--- src/ibmw_pkg.sv ---
// ----------------------------------------------------------------------------
// ibmw_pkg
// Shared codes, constants and helper functions for the indirect block map
// walker.
// ----------------------------------------------------------------------------
package ibmw_pkg;

    localparam int unsigned DirectCount   = 12;
    localparam int unsigned WordBytes     = 4;
    localparam int unsigned MinBlockBytes = 1024;
    localparam int unsigned SlotCount     = 15;
    localparam int unsigned BasePtrShift  = $clog2(MinBlockBytes / WordBytes);

    localparam logic [3:0] SingleSlot = 4'(DirectCount);
    localparam logic [3:0] DoubleSlot = 4'(DirectCount + 1);
    localparam logic [3:0] TripleSlot = 4'(DirectCount + 2);

    typedef enum logic [1:0] {
        KIND_LOAD      = 2'd0,
        KIND_TRANSLATE = 2'd1,
        KIND_WORD      = 2'd2,
        KIND_UNUSED    = 2'd3
    } in_kind_t;

    typedef enum logic [2:0] {
        RK_FETCH  = 3'd0,
        RK_MAPPED = 3'd1,
        RK_HOLE   = 3'd2,
        RK_RANGE  = 3'd3,
        RK_RDERR  = 3'd4,
        RK_BUSY   = 3'd5
    } result_kind_t;

    typedef enum logic [2:0] {
        TIER_DIRECT = 3'd0,
        TIER_SINGLE = 3'd1,
        TIER_DOUBLE = 3'd2,
        TIER_TRIPLE = 3'd3,
        TIER_RANGE  = 3'd4
    } tier_t;

    // log2 of pointers per indirect block; code three acts as code two
    function automatic logic [3:0] ptr_shift(logic [1:0] code);
        logic [1:0] c;
        c = (code == 2'd3) ? 2'd2 : code;
        return 4'(BasePtrShift) + {2'b00, c};
    endfunction

    // pointer word index of a tier offset at depth k (k levels still below)
    function automatic logic [9:0] ptr_index(logic [31:0] off, logic [1:0] code,
                                             logic [1:0] k);
        logic [3:0]  s;
        logic [4:0]  amt;
        logic [31:0] sh;
        logic [9:0]  msk;
        s = ptr_shift(code);
        unique case (k)
            2'd0:    amt = 5'd0;
            2'd1:    amt = {1'b0, s};
            default: amt = {s, 1'b0};
        endcase
        sh  = off >> amt;
        msk = 10'((11'd1 << s) - 11'd1);
        return sh[9:0] & msk;
    endfunction

endpackage

--- src/indirect_block_map_walker.sv ---
// ----------------------------------------------------------------------------
// indirect_block_map_walker
// Translates file block numbers to disk block numbers through an inode's
// direct, single, double and triple indirect pointers.
//
//   Channel  Signals                               Direction
//   in       in_valid/in_ready, kind..read_failed  transfer into the block
//   out      out_valid/out_ready, result_kind..    transfer out of the block
//   cfg      cfg_wr_en, cfg_wr_data                register write, no wait
//
// One item per cycle sustained while results are taken. Stage one does tier
// selection and the pointer memory access, stage two does the walk step with
// the read data and registers the result. Reset clears the walk state and the
// block size code; pointer slots are undefined until loaded. A held result
// stalls stage two, and input ready drops only when stage one is also full.
// ----------------------------------------------------------------------------
module indirect_block_map_walker
    import ibmw_pkg::*;
(
    input  logic        clk,
    input  logic        rst_n,

    input  logic        cfg_wr_en,
    input  logic [1:0]  cfg_wr_data,

    input  logic        in_valid,
    output logic        in_ready,
    input  logic [1:0]  kind,
    input  logic [3:0]  pointer_slot,
    input  logic [31:0] pointer_value,
    input  logic [31:0] logical_block,
    input  logic [31:0] fetched_word,
    input  logic        read_failed,

    output logic        out_valid,
    input  logic        out_ready,
    output logic [2:0]  result_kind,
    output logic [31:0] block_number,
    output logic [9:0]  word_index
);

    logic [1:0]  log_block_size_reg;

    logic [31:0] ptr_mem [SlotCount];
    logic [31:0] rdata_reg;

    logic        s1_valid_reg;
    in_kind_t    s1_kind_reg;
    tier_t       s1_tier_reg;
    logic [31:0] s1_off_reg;
    logic [31:0] s1_word_reg;
    logic        s1_failed_reg;

    logic        walk_active_reg, walk_active_next;
    logic [1:0]  levels_left_reg, levels_left_next;
    logic [31:0] tier_offset_reg, tier_offset_next;

    logic        out_valid_reg;
    logic [2:0]  result_kind_reg;
    logic [31:0] block_number_reg;
    logic [9:0]  word_index_reg;

    logic        in_fire;
    logic        s1_adv;
    logic        gen;
    logic [2:0]  gen_kind;
    logic [31:0] gen_block;
    logic [9:0]  gen_index;

    // ---------------- stage one: tier select and pointer memory ----------------
    logic [3:0]  sh;
    logic [31:0] bound1, bound2, bound3;
    tier_t       tier;
    logic [31:0] tier_base;
    logic [3:0]  rd_addr;
    logic [1:0]  lv_dec;

    always_comb
    begin
        sh     = ptr_shift(log_block_size_reg);
        bound1 = 32'(DirectCount) + (32'd1 << sh);
        bound2 = bound1 + (32'd1 << {sh, 1'b0});
        bound3 = bound2 + (32'd1 << (5'(sh) + {sh, 1'b0}));
        priority if (logical_block < 32'(DirectCount))
        begin
            tier      = TIER_DIRECT;
            tier_base = 32'd0;
            rd_addr   = logical_block[3:0];
        end
        else if (logical_block < bound1)
        begin
            tier      = TIER_SINGLE;
            tier_base = 32'(DirectCount);
            rd_addr   = SingleSlot;
        end
        else if (logical_block < bound2)
        begin
            tier      = TIER_DOUBLE;
            tier_base = bound1;
            rd_addr   = DoubleSlot;
        end
        else if (logical_block < bound3)
        begin
            tier      = TIER_TRIPLE;
            tier_base = bound2;
            rd_addr   = TripleSlot;
        end
        else
        begin
            tier      = TIER_RANGE;
            tier_base = bound2;
            rd_addr   = TripleSlot;
        end
    end

    assign in_fire  = in_valid && in_ready;
    assign in_ready = !s1_valid_reg || s1_adv;

    always_ff @(posedge clk)
    begin
        if (in_fire && in_kind_t'(kind) == KIND_LOAD && pointer_slot < 4'(SlotCount))
        begin
            ptr_mem[pointer_slot] <= pointer_value;
        end
        if (in_fire)
        begin
            rdata_reg <= ptr_mem[rd_addr];
        end
    end

    always_ff @(posedge clk or negedge rst_n)
    begin
        if (!rst_n)
        begin
            log_block_size_reg <= 2'd0;
            s1_valid_reg       <= 1'b0;
        end
        else
        begin
            if (cfg_wr_en)
            begin
                log_block_size_reg <= cfg_wr_data;
            end
            if (in_fire)
            begin
                s1_valid_reg <= 1'b1;
            end
            else if (s1_adv)
            begin
                s1_valid_reg <= 1'b0;
            end
        end
    end

    always_ff @(posedge clk)
    begin
        if (in_fire)
        begin
            s1_kind_reg   <= in_kind_t'(kind);
            s1_tier_reg   <= tier;
            s1_off_reg    <= logical_block - tier_base;
            s1_word_reg   <= fetched_word;
            s1_failed_reg <= read_failed;
        end
    end

    // ---------------- stage two: walk step ----------------
    always_comb
    begin
        gen              = 1'b0;
        gen_kind         = RK_FETCH;
        gen_block        = 32'd0;
        gen_index        = 10'd0;
        walk_active_next = walk_active_reg;
        levels_left_next = levels_left_reg;
        tier_offset_next = tier_offset_reg;
        lv_dec           = (levels_left_reg != 2'd0) ? levels_left_reg - 2'd1 : 2'd0;

        unique case (s1_kind_reg)
            KIND_TRANSLATE:
            begin
                gen = 1'b1;
                if (walk_active_reg)
                begin
                    gen_kind = RK_BUSY;
                end
                else
                begin
                    unique case (s1_tier_reg)
                        TIER_DIRECT:
                        begin
                            if (rdata_reg == 32'd0)
                            begin
                                gen_kind = RK_HOLE;
                            end
                            else
                            begin
                                gen_kind  = RK_MAPPED;
                                gen_block = rdata_reg;
                            end
                        end
                        TIER_SINGLE, TIER_DOUBLE, TIER_TRIPLE:
                        begin
                            if (rdata_reg == 32'd0)
                            begin
                                gen_kind = RK_HOLE;
                            end
                            else
                            begin
                                walk_active_next = 1'b1;
                                levels_left_next = s1_tier_reg[1:0];
                                tier_offset_next = s1_off_reg;
                                gen_kind         = RK_FETCH;
                                gen_block        = rdata_reg;
                                gen_index        = ptr_index(s1_off_reg, log_block_size_reg,
                                                             s1_tier_reg[1:0] - 2'd1);
                            end
                        end
                        default:
                        begin
                            gen_kind = RK_RANGE;
                        end
                    endcase
                end
            end
            KIND_WORD:
            begin
                if (walk_active_reg)
                begin
                    gen = 1'b1;
                    if (s1_failed_reg || s1_word_reg == 32'd0 || lv_dec == 2'd0)
                    begin
                        walk_active_next = 1'b0;
                        levels_left_next = 2'd0;
                        tier_offset_next = 32'd0;
                    end
                    priority if (s1_failed_reg)
                    begin
                        gen_kind = RK_RDERR;
                    end
                    else if (s1_word_reg == 32'd0)
                    begin
                        gen_kind = RK_HOLE;
                    end
                    else if (lv_dec == 2'd0)
                    begin
                        gen_kind  = RK_MAPPED;
                        gen_block = s1_word_reg;
                    end
                    else
                    begin
                        levels_left_next = lv_dec;
                        gen_kind         = RK_FETCH;
                        gen_block        = s1_word_reg;
                        gen_index        = ptr_index(tier_offset_reg, log_block_size_reg,
                                                     lv_dec - 2'd1);
                    end
                end
            end
            default:
            begin
                gen = 1'b0;
            end
        endcase
    end

    assign s1_adv = s1_valid_reg && (!gen || !out_valid_reg || out_ready);

    always_ff @(posedge clk or negedge rst_n)
    begin
        if (!rst_n)
        begin
            walk_active_reg <= 1'b0;
            levels_left_reg <= 2'd0;
            tier_offset_reg <= 32'd0;
            out_valid_reg   <= 1'b0;
        end
        else
        begin
            if (s1_adv)
            begin
                walk_active_reg <= walk_active_next;
                levels_left_reg <= levels_left_next;
                tier_offset_reg <= tier_offset_next;
            end
            if (s1_adv && gen)
            begin
                out_valid_reg <= 1'b1;
            end
            else if (out_ready)
            begin
                out_valid_reg <= 1'b0;
            end
        end
    end

    always_ff @(posedge clk)
    begin
        if (s1_adv && gen)
        begin
            result_kind_reg  <= gen_kind;
            block_number_reg <= gen_block;
            word_index_reg   <= gen_index;
        end
    end

    assign out_valid    = out_valid_reg;
    assign result_kind  = result_kind_reg;
    assign block_number = block_number_reg;
    assign word_index   = word_index_reg;

    // ---------------- checks ----------------
    a_idle_no_levels: assert property (@(posedge clk) disable iff (!rst_n)
        !walk_active_reg |-> levels_left_reg == 2'd0)
        else $error("levels left while no walk active");

    a_walk_has_levels: assert property (@(posedge clk) disable iff (!rst_n)
        walk_active_reg |-> levels_left_reg != 2'd0)
        else $error("walk active with no levels left");

    a_busy_reply: assert property (@(posedge clk) disable iff (!rst_n)
        s1_adv && s1_kind_reg == KIND_TRANSLATE && walk_active_reg
        |=> out_valid_reg && result_kind_reg == RK_BUSY)
        else $error("translate during walk not answered busy");

    a_stage_hold: assert property (@(posedge clk) disable iff (!rst_n)
        s1_valid_reg && !s1_adv |=> s1_valid_reg)
        else $error("stalled stage one item lost");

endmodule

--- config.mk ---
export PLATFORM = sky130hd
export DESIGN_NAME = indirect_block_map_walker
export DESIGN_NICKNAME = d
export VERILOG_FILES = /design/src/ibmw_pkg.sv /design/src/indirect_block_map_walker.sv
export SDC_FILE = /design/constraint.sdc
export NUM_CORES = 1
export LEC_CHECK = 0
export BUFFER_PORTS_ARGS = -buffer_cell sky130_fd_sc_hd__clkbuf_2
export CAP_MARGIN = 5
export CORE_ASPECT_RATIO = 1.75
export CORE_MARGIN = 2
export CORE_UTILIZATION = 25
export DETAILED_ROUTE_END_ITERATION = 8
export GPL_TIMING_DRIVEN = 0
export PLACE_DENSITY = 0.43
export SLEW_MARGIN = 10
export SYNTH_ARGS = -nofsm -noshare
export SYNTH_HDL_FRONTEND = slang
export SYNTH_SLANG_ARGS = --single-unit
--- constraint.sdc ---
create_clock -name clk -period 16 [get_ports clk]
set_input_delay 0.8 -clock clk [delete_from_list [all_inputs] [get_ports clk]]
set_output_delay 0.8 -clock clk [all_outputs]
set_load 0.01 [all_outputs]
Word level (Yosys, flattened, before mapping)
Memory sizes are Yosys's and may differ from the RTL's. A register that Yosys moved wholly into a read port is not among the register bits.
Index checks and enable logic that the tools add are counted.
{"block": "totals", "out_inout_bits": 47, "ramBits": 480, "elab_cells": 159, "inputBits": 110, "register_bits": 154, "mem_count": 1}
{"block": "classes", "n_addsub": 10, "n_lt_le_gt_ge": 5, "mux": 75, "n_eq_ne": 13, "bitwise": 2, "shift": 6, "n_reduce_logical": 31}
{"memory": "ptr_mem", "depth": 15, "width": 32, "rd": 1, "rd_ports_with_merged_regs": 1, "wr": 1, "line": "indirect_block_map_walker.sv:44", "source": "logic [31:0] ptr_mem [SlotCount];"}
{"operator": "$mux W32", "count": 14}
{"operator": "$pmux W32 S2", "count": 2}
{"operator": "$lt A32 B32 Y1", "count": 3}
{"operator": "$mux W10", "count": 7}
{"operator": "$add A32 B32 Y32", "count": 2}
{"operator": "$logic_not A32 Y1", "count": 2}
{"operator": "$shl A1 B5 Y32 const A", "count": 2}
{"operator": "$shr A32 B5 Y10", "count": 2}
{"operator": "$mux W5", "count": 9}
{"operator": "$add A4 B32 Y32 const A", "count": 1}
{"operator": "$lt A32 B4 Y1 const B", "count": 1}
{"operator": "$mux W2", "count": 16}
{"operator": "$shl A1 B4 Y32 const A", "count": 1}
{"operator": "$sub A32 B32 Y32", "count": 1}
{"operator": "$and A10 B10 Y10", "count": 2}
{"operator": "$pmux W10 S2", "count": 1}
{"operator": "$pmux W5 S2", "count": 2}
{"operator": "$mux W1", "count": 14}
{"operator": "$mux W3", "count": 4}
{"operator": "$pmux W3 S2", "count": 2}
{"operator": "$shl A1 B4 Y10 const A", "count": 1}
{"operator": "$sub A10 B1 Y10 const B", "count": 1}
{"operator": "$logic_not A2 Y1", "count": 4}
{"operator": "$ne A2 B2 Y1 const B", "count": 4}
{"operator": "other kinds (23)", "count": 44}

Longest topological paths before layout
Gate-level depths: netlist (run 1).
{"block": "depth", "word_depth": 17, "mapped_depth": 23, "depth_no_buf": 19}

Least setup slack after synthesis (run 1)
No wires, ideal clock.
{"block": "synth_timing", "kind": "reg-to-reg", "from": "register log_block_size_reg[1]", "to": "register s1_off_reg[31], data pin", "stages_incl_launch_ff": 23, "setup_time_ns": 0.258, "required_time_ns": 15.742, "n_path_buf": 4, "setup_slack_ns": 10.670, "period_less_slack_ns": 5.330, "arrival_time_ns": 5.073, "path_cell_list": "dfrtp_1 clkbuf_1 clkbuf_1 nor2_1 inv_1 ha_1 o21a_1 nor2_1 o31ai_2 a21oi_1 or2_2 clkbuf_1 buf_2 nand2_1 nand2_1 ha_1 or4b_1 a2111oi_0 o21ai_1 a21oi_1 o211ai_1 or3_1 xnor2_1"}
{"block": "synth_between", "elab_chain_cells": 11, "elab_cells_between_ends": 13, "cone_classes": "add/sub: 4; order compare: 2; eq/ne: 1; shift: 2; mux: 4"}
{"element": "from (decl)", "line": "indirect_block_map_walker.sv:42", "source": "logic [1:0] log_block_size_reg;"}
{"element": "from (signal assigned)", "line": "indirect_block_map_walker.sv:142", "source": "log_block_size_reg <= cfg_wr_data;"}
{"element": "$eq A2 B2 Y1", "line": "ibmw_pkg.sv:45", "source": "c = (code == 2'd3) ? 2'd2 : code;"}
{"element": "$mux W2 (*)", "line": "ibmw_pkg.sv:45"}
{"element": "$add A4 B2 Y4 (*)", "line": "ibmw_pkg.sv:46", "source": "return 4'(BasePtrShift) + {2'b00, c};"}
{"element": "$shl A1 B4 Y32", "line": "indirect_block_map_walker.sv:81", "source": "bound1 = 32'(DirectCount) + (32'd1 << sh);"}
{"element": "$add A4 B32 Y32", "line": "indirect_block_map_walker.sv:81"}
{"element": "$add A32 B32 Y32", "line": "indirect_block_map_walker.sv:82", "source": "bound2 = bound1 + (32'd1 << {sh, 1'b0});"}
{"element": "$lt A32 B32 Y1", "line": "indirect_block_map_walker.sv:96", "source": "else if (logical_block < bound2)"}
{"element": "$mux W32", "line": "indirect_block_map_walker.sv:96"}
{"element": "$mux W32 (*)", "line": "indirect_block_map_walker.sv:90", "source": "else if (logical_block < bound1)"}
{"element": "$mux W32 (*)", "line": "indirect_block_map_walker.sv:84", "source": "priority if (logical_block < 32'(DirectCount))"}
{"element": "$sub A32 B32 Y32 (*)", "line": "indirect_block_map_walker.sv:161", "source": "s1_off_reg <= logical_block - tier_base;"}
{"element": "to (signal assigned)", "line": "indirect_block_map_walker.sv:161"}
{"element": "to (decl)", "line": "indirect_block_map_walker.sv:50", "source": "logic [31:0] s1_off_reg;"}
Every way passes the cells marked *; elsewhere a longest branch is shown, timed or not.
A chain may end at the register's enable or synchronous reset.

Final worst setup path (run 1)
Ends and elaborated chain as after synthesis.

==> impl_metrics.json, run 1 <==
{
  "status": "finished, final reports clean",
  "ir_drop_mv": 0.0870,
  "p_leak_nw": 11.2,
  "grt_pass1_vias": 17500,
  "via_per_inst": 4.69,
  "max_cap_viol_count": 0,
  "slowest_stage": "a2111oi_0",
  "drc_errors": 0,
  "power.switching_w": 0.000904,
  "coreArea_mm2": 0.110,
  "yosys_register_bits": 654,
  "p_clk_frac": 0.375,
  "async_flop_share": 0.0413,
  "syn_to_final_growth_pct": 19.0,
  "io_buffers": 155,
  "worst_pin_slew_ps": 1190,
  "largest_reg_flops": 480,
  "critPathMaxFanout": 10,
  "cp.arrival_ps": 7980,
  "row_count": 161,
  "avgSynthCellArea_um2": 16.2,
  "seqPwrFrac": 0.537,
  "num_io_pins": 157,
  "cts-buffers-inserted": 58,
  "nFillCells": 11000,
  "grt_pass1_wl_um": 125000,
  "post_synth_num_cell_types": 80,
  "hold_violations": 0,
  "report.final.slew_viol_count": 0,
  "synth_common_cells": "627 x edfxtp_1, 136 x nand2_1, 120 x nor2_1, 91 x mux4_2, 73 x mux2i_1",
  "drt_iter0_markers": 1070,
  "syn-cell-area_mm2": 0.0278,
  "grt_max_degree": 65,
  "die_height_um": 445,
  "worstSetupStartpointType": "flop",
  "post_drt_wl_per_cell_um": 24.8,
  "track_usage": 0.151,
  "cts_resized": 0,
  "post_cts_buffers": 0,
  "synth_ff_type": "edfxtp_1",
  "p_per_area_mw_per_mm2": 112,
  "rsz0062_at_grt": "no",
  "p_int_w": 0.00279,
  "synth_edf_count": 627,
  "placed_area_mm2": 0.0312,
  "antenna_found_initial": 9,
  "routabilityCongestion": 0.935,
  "largest_register": "ptr_mem",
  "skew_ps": 19.1,
  "sw_frac_of_total": 0.244,
  "cts_hold_buf": 0,
  "ys_top_cells_by_area": "edfxtp_1 68%, mux4_2 7.4%, mux2i_1 2.6%",
  "synthCells": 1716,
  "fin_area_mm2": 0.0331,
  "drive_gt1_frac": 0.221,
  "drtAntennaViolNets": 0,
  "slowest_delay_ps": 780,
  "fmax_ghz": 0.132,
  "tritoncts": "yes",
  "grt-ovfl-total": 0,
  "min-delay-path-class": "input port to asynchronous set/reset pin",
  "die_w_um": 256,
  "setup_viol": 0,
  "ff_latch_area_mm2": 0.0195,
  "vias": 16400,
  "finalCritPeriodShare": 0.474,
  "required_ps": 16400,
  "firstDrtPassIters": 7,
  "synth_top_area_cell": "edfxtp_1",
  "synth_top_area_frac": 0.677,
  "fin_nets": 2135,
  "yosys_warnings": 0,
  "crit_type": "flop to flop",
  "htree_levels": 2,
  "clockRootBuffer": "clkbuf_16",
  "max_slew_margin": 0.205,
  "clkTransAtPathRegs_ps": 70,
  "min_period_ps": 7580,
  "p_comb_frac": 0.088,
  "fin_tns_setup_ps": 0,
  "end_kind": "flop",
  "clk_path_buf_depth": 3,
  "synthMostInstantiatedCell": "edfxtp_1",
  "start_util": 0.252,
  "crit_path_frequent_cell": "clkbuf_1",
  "seq_area_frac_synth": 0.702,
  "path_cells": "clkbuf_1 -> clkbuf_1 -> nor2_1 -> inv_1 -> ha_1 -> o21a_1 -> nor2_1 -> o31ai_2 -> a21oi_1 -> or2_2 -> clkbuf_1 -> buf_2 -> nand2_1 -> nand2_1 -> ha_1 -> or4b_1 -> a2111oi_0 -> o21ai_1 -> a21oi_1 -> o211ai_1 -> or3_1 -> xnor2_1",
  "hpwl_um": 66000,
  "clk_latency_ps": 650,
  "die-area_mm2": 0.114,
  "drt_wl_total_um": 86700,
  "multi_input_area_mm2": 0.00783,
  "cts_sinks": 654
}
## metal layers
metal | global-route usage | routed length, µm | vias up
met1 | 0.151 | 30100 | 8428
met3 | 0.0242 | 3500 | 152
met4 | 0.0568 | 3270 | 12
met5 | 0 | 77 | -
met2 | 0.305 | 49700 | 415
li1 | - | - | 7366
## cell usage in the layout, fill, tap and decap left out, types with 13 or more instances in the layout
cell / instances
clkinv_2: 17
nor4_1: 24
o22ai_1: 31
a211oi_1: 39
nand3_1: 28
ha_1: 45
conb_1: 13
clkbuf_1: 58
inv_1: 19
buf_2: 18
buf_6: 14
nor2_1: 108
dfrtp_1: 27
clkbuf_2: 155
a21oi_1: 71
buf_16: 15
nor2_4: 13
nor3_1: 16
edfxtp_1: 627
mux4_2: 91
o211ai_1: 13
nand2_1: 136
o21ai_0: 51
a22oi_1: 37
clkbuf_16: 59
mux2i_1: 73
clkinv_1: 16
## worst max-delay path, delay by kind of cell (launching register included)
family / cells / cell delay [ps]
buffers and inverters: 5 / 1310
AO/OA/AOI/OAI: 7 / 2710
adder cells (fa/ha/maj): 2 / 600
XOR/XNOR: 1 / 140
AND/OR/NAND/NOR: 7 / 2200
flip-flops: 1 / 370
## cell type report
type / count / share of cell area
antenna: 2 / 0.000151
buffer: 88 / 0.0158
clock buffer: 66 / 0.0454
clock inverter: 39 / 0.0102
inverter: 24 / 0.00280
multi-input combinational: 962 / 0.237
sequential: 654 / 0.590
tap: 1467 / 0.0555
timing repair buffer: 192 / 0.0435
## metrics by stage
| stage | total power, W | util | worst slack, ps | std cells | hold WS (ps) |
|---|---|---|---|---|---|
| floorplan | 0.00219 | - | 10670 | 1728 | 435 |
| global placement | 0.00234 | 0.276 | 8280 | 3350 | 462 |
| detailed placement | 0.00235 | 0.283 | 8250 | 3387 | 468 |
| CTS | 0.00374 | 0.300 | 8250 | 3492 | 210 |
| global route | 0.00383 | 0.300 | 7800 | 3492 | 246 |
| finish | 0.00370 | 0.300 | 8420 | 3494 | 217 |
## logic make-up after synthesis
logic type               share of synthesized area
AO/OA/AOI/OAI                               0.0739
XOR/XNOR                                   0.00599
adder cells (fa/ha/maj)                     0.0203
buffers and inverters                       0.0221
flip-flops                                   0.702
multiplexers                                 0.110
other                                     0.000135
AND/OR/NAND/NOR                             0.0663
## path summary, 6_finish.rpt
path,startpoint,endpoint,slack (ps),depth (start not counted)
max,log_block_size_reg[1],s1_off_reg[31],8420,22
min,rst_n,out_valid,220,1
max reg2reg,log_block_size_reg[1],s1_off_reg[31],8420,22
min reg2reg,tier_offset_reg[1],tier_offset_reg[1],480,2
max in group asynchronous,rst_n,tier_offset_reg[16],15280,1
min in group clk,fetched_word[5],s1_word_reg[5],330,1
## power groups by stage
stage / logic, W / registers [W] / clock network [W]
2_1_floorplan: 0.000191 / 0.00200 / 0
3_3_place_gp: 0.000315 / 0.00203 / 0
3_5_place_dp: 0.000327 / 0.00202 / 0
4_1_cts: 0.000328 / 0.00199 / 0.00142
5_1_grt: 0.000359 / 0.00199 / 0.00148
6_report: 0.000326 / 0.00199 / 0.00139
No activity file was read; power rests on OpenSTA's default activity.
==> inputs of run 2 (changes only) <==
Settings changed: PLACE_DENSITY 0.43 to 0.45.
Clock period 16 ns to 6.4 ns, I/O delays scaled along.
==> run 2 against run 1 <==
  * Register-to-register slack got worse by 8000 ps
  * Via count is 0.39% higher
  * Worst hold slack worse by 170 ps
  * Total power grew to 2.6 times the previous value
  * Critical path depth is the same
  * Worst setup slack got worse by 8000 ps
  * Core utilization is 0.68 points higher
  * Sequential cell count did not move
  * Sequential power rose to 2.5 times the previous value
  * Largest cell class unchanged
==> impl_metrics.json, run 2 (synthesized netlist as in run 1, its figures left out) <==
{
  "status": "finished, final reports clean",
  "die-area_mm2": 0.114,
  "power.switching_w": 0.00231,
  "grt-ovfl-total": 0,
  "row_count": 161,
  "required_ps": 6810,
  "ir_drop_mv": 0.194,
  "start_util": 0.252,
  "critPathMaxFanout": 10,
  "skew_ps": 23.8,
  "htree_levels": 2,
  "p_leak_nw": 11.5,
  "rsz0062_at_grt": "no",
  "final_common_cell": "edfxtp_1",
  "setup_viol": 0,
  "slowest_delay_ps": 540,
  "path_cells": "clkbuf_1 -> nor2b_1 -> clkbuf_4 -> clkinv_2 -> ha_1 -> o21a_1 -> nor2_1 -> o31ai_4 -> a21oi_1 -> or2_2 -> clkbuf_1 -> buf_2 -> nand2_1 -> nand2_1 -> ha_1 -> or4b_1 -> a2111oi_4 -> o21ai_1 -> a21oi_2 -> o211ai_1 -> or3_1 -> xnor2_1",
  "max_slew_margin": 0.252,
  "die_w_um": 256,
  "timing.rr.start": "log_block_size_reg[1]",
  "clk_path_buf_depth": 3,
  "sw_frac_of_total": 0.239,
  "fin_nets": 2183,
  "hold_violations": 0,
  "dpl_worst_slack_ps": -1150,
  "antenna_found_initial": 11,
  "grt_pass1_wl_um": 124000,
  "slowest_stage": "or4b_1",
  "min_to": "s1_off_reg[5]",
  "placed_area_mm2": 0.0312,
  "finalCritPeriodShare": 0.931,
  "fin_area_mm2": 0.0338,
  "r2r_end": "s1_off_reg[31]",
  "fmax_ghz": 0.168,
  "io_buffers": 155,
  "r2r_cells": 22,
  "tritoncts": "yes",
  "worst_slack_ps": 439,
  "grt_pass1_vias": 17700,
  "final_cell_mix": "627 x edfxtp_1, 155 x clkbuf_2, 136 x nand2_1, 107 x nor2_1, 91 x mux4_2",
  "largest_register": "ptr_mem",
  "coreArea_mm2": 0.110,
  "post_drt_wl_per_cell_um": 24.0,
  "min_from": "logical_block[5]",
  "crit_buf_inv": 5,
  "grt_max_degree": 58,
  "cts-buffers-inserted": 58,
  "drc_errors": 0,
  "min_period_ps": 5960,
  "hpwl_um": 64300,
  "routabilityCongestion": 0.842,
  "syn_to_final_growth_pct": 21.7,
  "placed_cells": 3386,
  "end_kind": "flop",
  "p_per_area_mw_per_mm2": 286,
  "p_comb_frac": 0.085,
  "clockRootBuffer": "clkbuf_16",
  "reg2reg_slack_ps": 440,
  "worst_pin_slew_ps": 1120,
  "track_usage": 0.148,
  "crit_type": "flop to flop",
  "p_int_w": 0.00735,
  "max_cap_viol_count": 0,
  "drt_wl_total_um": 85100,
  "instances_no_fill": 3545,
  "firstDrtPassIters": 6,
  "largest_reg_flops": 480,
  "cts_sinks": 654,
  "cp_top_family": "compound AO/OA/AOI/OAI gates",
  "cp.arrival_ps": 6370,
  "via_per_inst": 4.64,
  "clkTransAtPathRegs_ps": 70,
  "num_io_pins": 157,
  "min-delay-path-class": "input port to flop",
  "drtAntennaViolNets": 0,
  "die_height_um": 445,
  "worstSetupStartpointType": "flop",
  "drive_gt1_frac": 0.223,
  "drt_iter0_markers": 1112,
  "seqPwrFrac": 0.515,
  "report.final.slew_viol_count": 0,
  "vias": 16400,
  "clk_latency_ps": 660,
  "fin_util": 0.307,
  "p_clk_frac": 0.399,
  "hold_depth": 3
}
==> run 2: cell types whose count changed in the layout (fill, tap and decap cells not counted), sizes merged <==
cell,change
bufinv,+8
clkbuf,+1
clkinv,-10
clkinvlp,-1
diode,-1
dlygate4sd3,+48
inv,+6
==> run 2: timing repair <==
| action | 4_1_cts | 5_1_grt |
|---|---|---|
| resized for setup | 9 | 3 |
| pin swaps | 0 | 1 |
| endpoints found under the hold margin | 73 | 0 |
| gates cloned | 0 | 0 |
| setup buffers | 0 | 1 |
| hold buffers | 48 | 0 |
| endpoints found under the setup margin | 13 | 7 |
==> run 2: area by class of cell <==
cell class	instances	area [µm²]
repair buffers	240	1910
clock buffers	67	1510
well taps	1467	1840
diodes	1	2.50
fillers	10900	76400
plain buffers	88	527
inverters	24	95.1
clock inverters	42	568
multi-input cells	962	7870
flip-flops and latches	654	19500
==> run 2: worst max-delay path by stage <==
stage | from | end | slack [ps] | depth (start not counted)
after detailed placement | log_block_size_reg[1] | s1_off_reg[26] | -1150 | 22
after global placement | s1_kind_reg[1] | ptr_mem[12][1] | -1070 | 9
final | log_block_size_reg[1] | s1_off_reg[31] | 440 | 22
after global routing | log_block_size_reg[1] | s1_off_reg[31] | 80 | 22
after CTS | log_block_size_reg[1] | s1_off_reg[31] | 50 | 22
after floorplan | log_block_size_reg[1] | s1_off_reg[31] | 1070 | 22
==> run 2: worst register-to-register path, cell delays in order (launching register included) <==
cell       delay, ps
dfrtp_1          360
clkbuf_1         270
nor2b_1          180
clkbuf_4         270
clkinv_2         250
ha_1             350
o21a_1           110
nor2_1            60
o31ai_4          340
a21oi_1          210
or2_2            330
clkbuf_1         140
buf_2            210
nand2_1          150
nand2_1           80
ha_1             230
or4b_1           540
a2111oi_4        410
o21ai_1          200
a21oi_2          280
o211ai_1         180
or3_1            390
xnor2_1          160
==> run 2: routing by layer <==
layer,global-route usage,part of all wire
met5,0,0.0014
met1,0.150,0.35
met3,0.0215,0.033
met2,0.301,0.58
met4,0.0540,0.035
==> run 2: stage by stage <==
stage | hold slack, ps | setup TNS, ps | total power [W]
after floorplan | 24.4 | 0 | 0.00548
after global placement | 425 | -131950 | 0.00583
after detailed placement | 436 | -10180 | 0.00586
after CTS | 10.3 | 0 | 0.00975
after global routing | 38.0 | 0 | 0.00999
final | 42.2 | 0 | 0.00966
==> run 2: power by group through the flow <==
stage / Sequential (W) / Combinational [W] / Clock (W)
after floorplan: 0.00501 / 0.000477 / 0
after global placement: 0.00507 / 0.000760 / 0
after detailed placement: 0.00507 / 0.000792 / 0
after CTS: 0.00498 / 0.000825 / 0.00395
after global routing: 0.00499 / 0.000903 / 0.00410
final: 0.00498 / 0.000823 / 0.00386
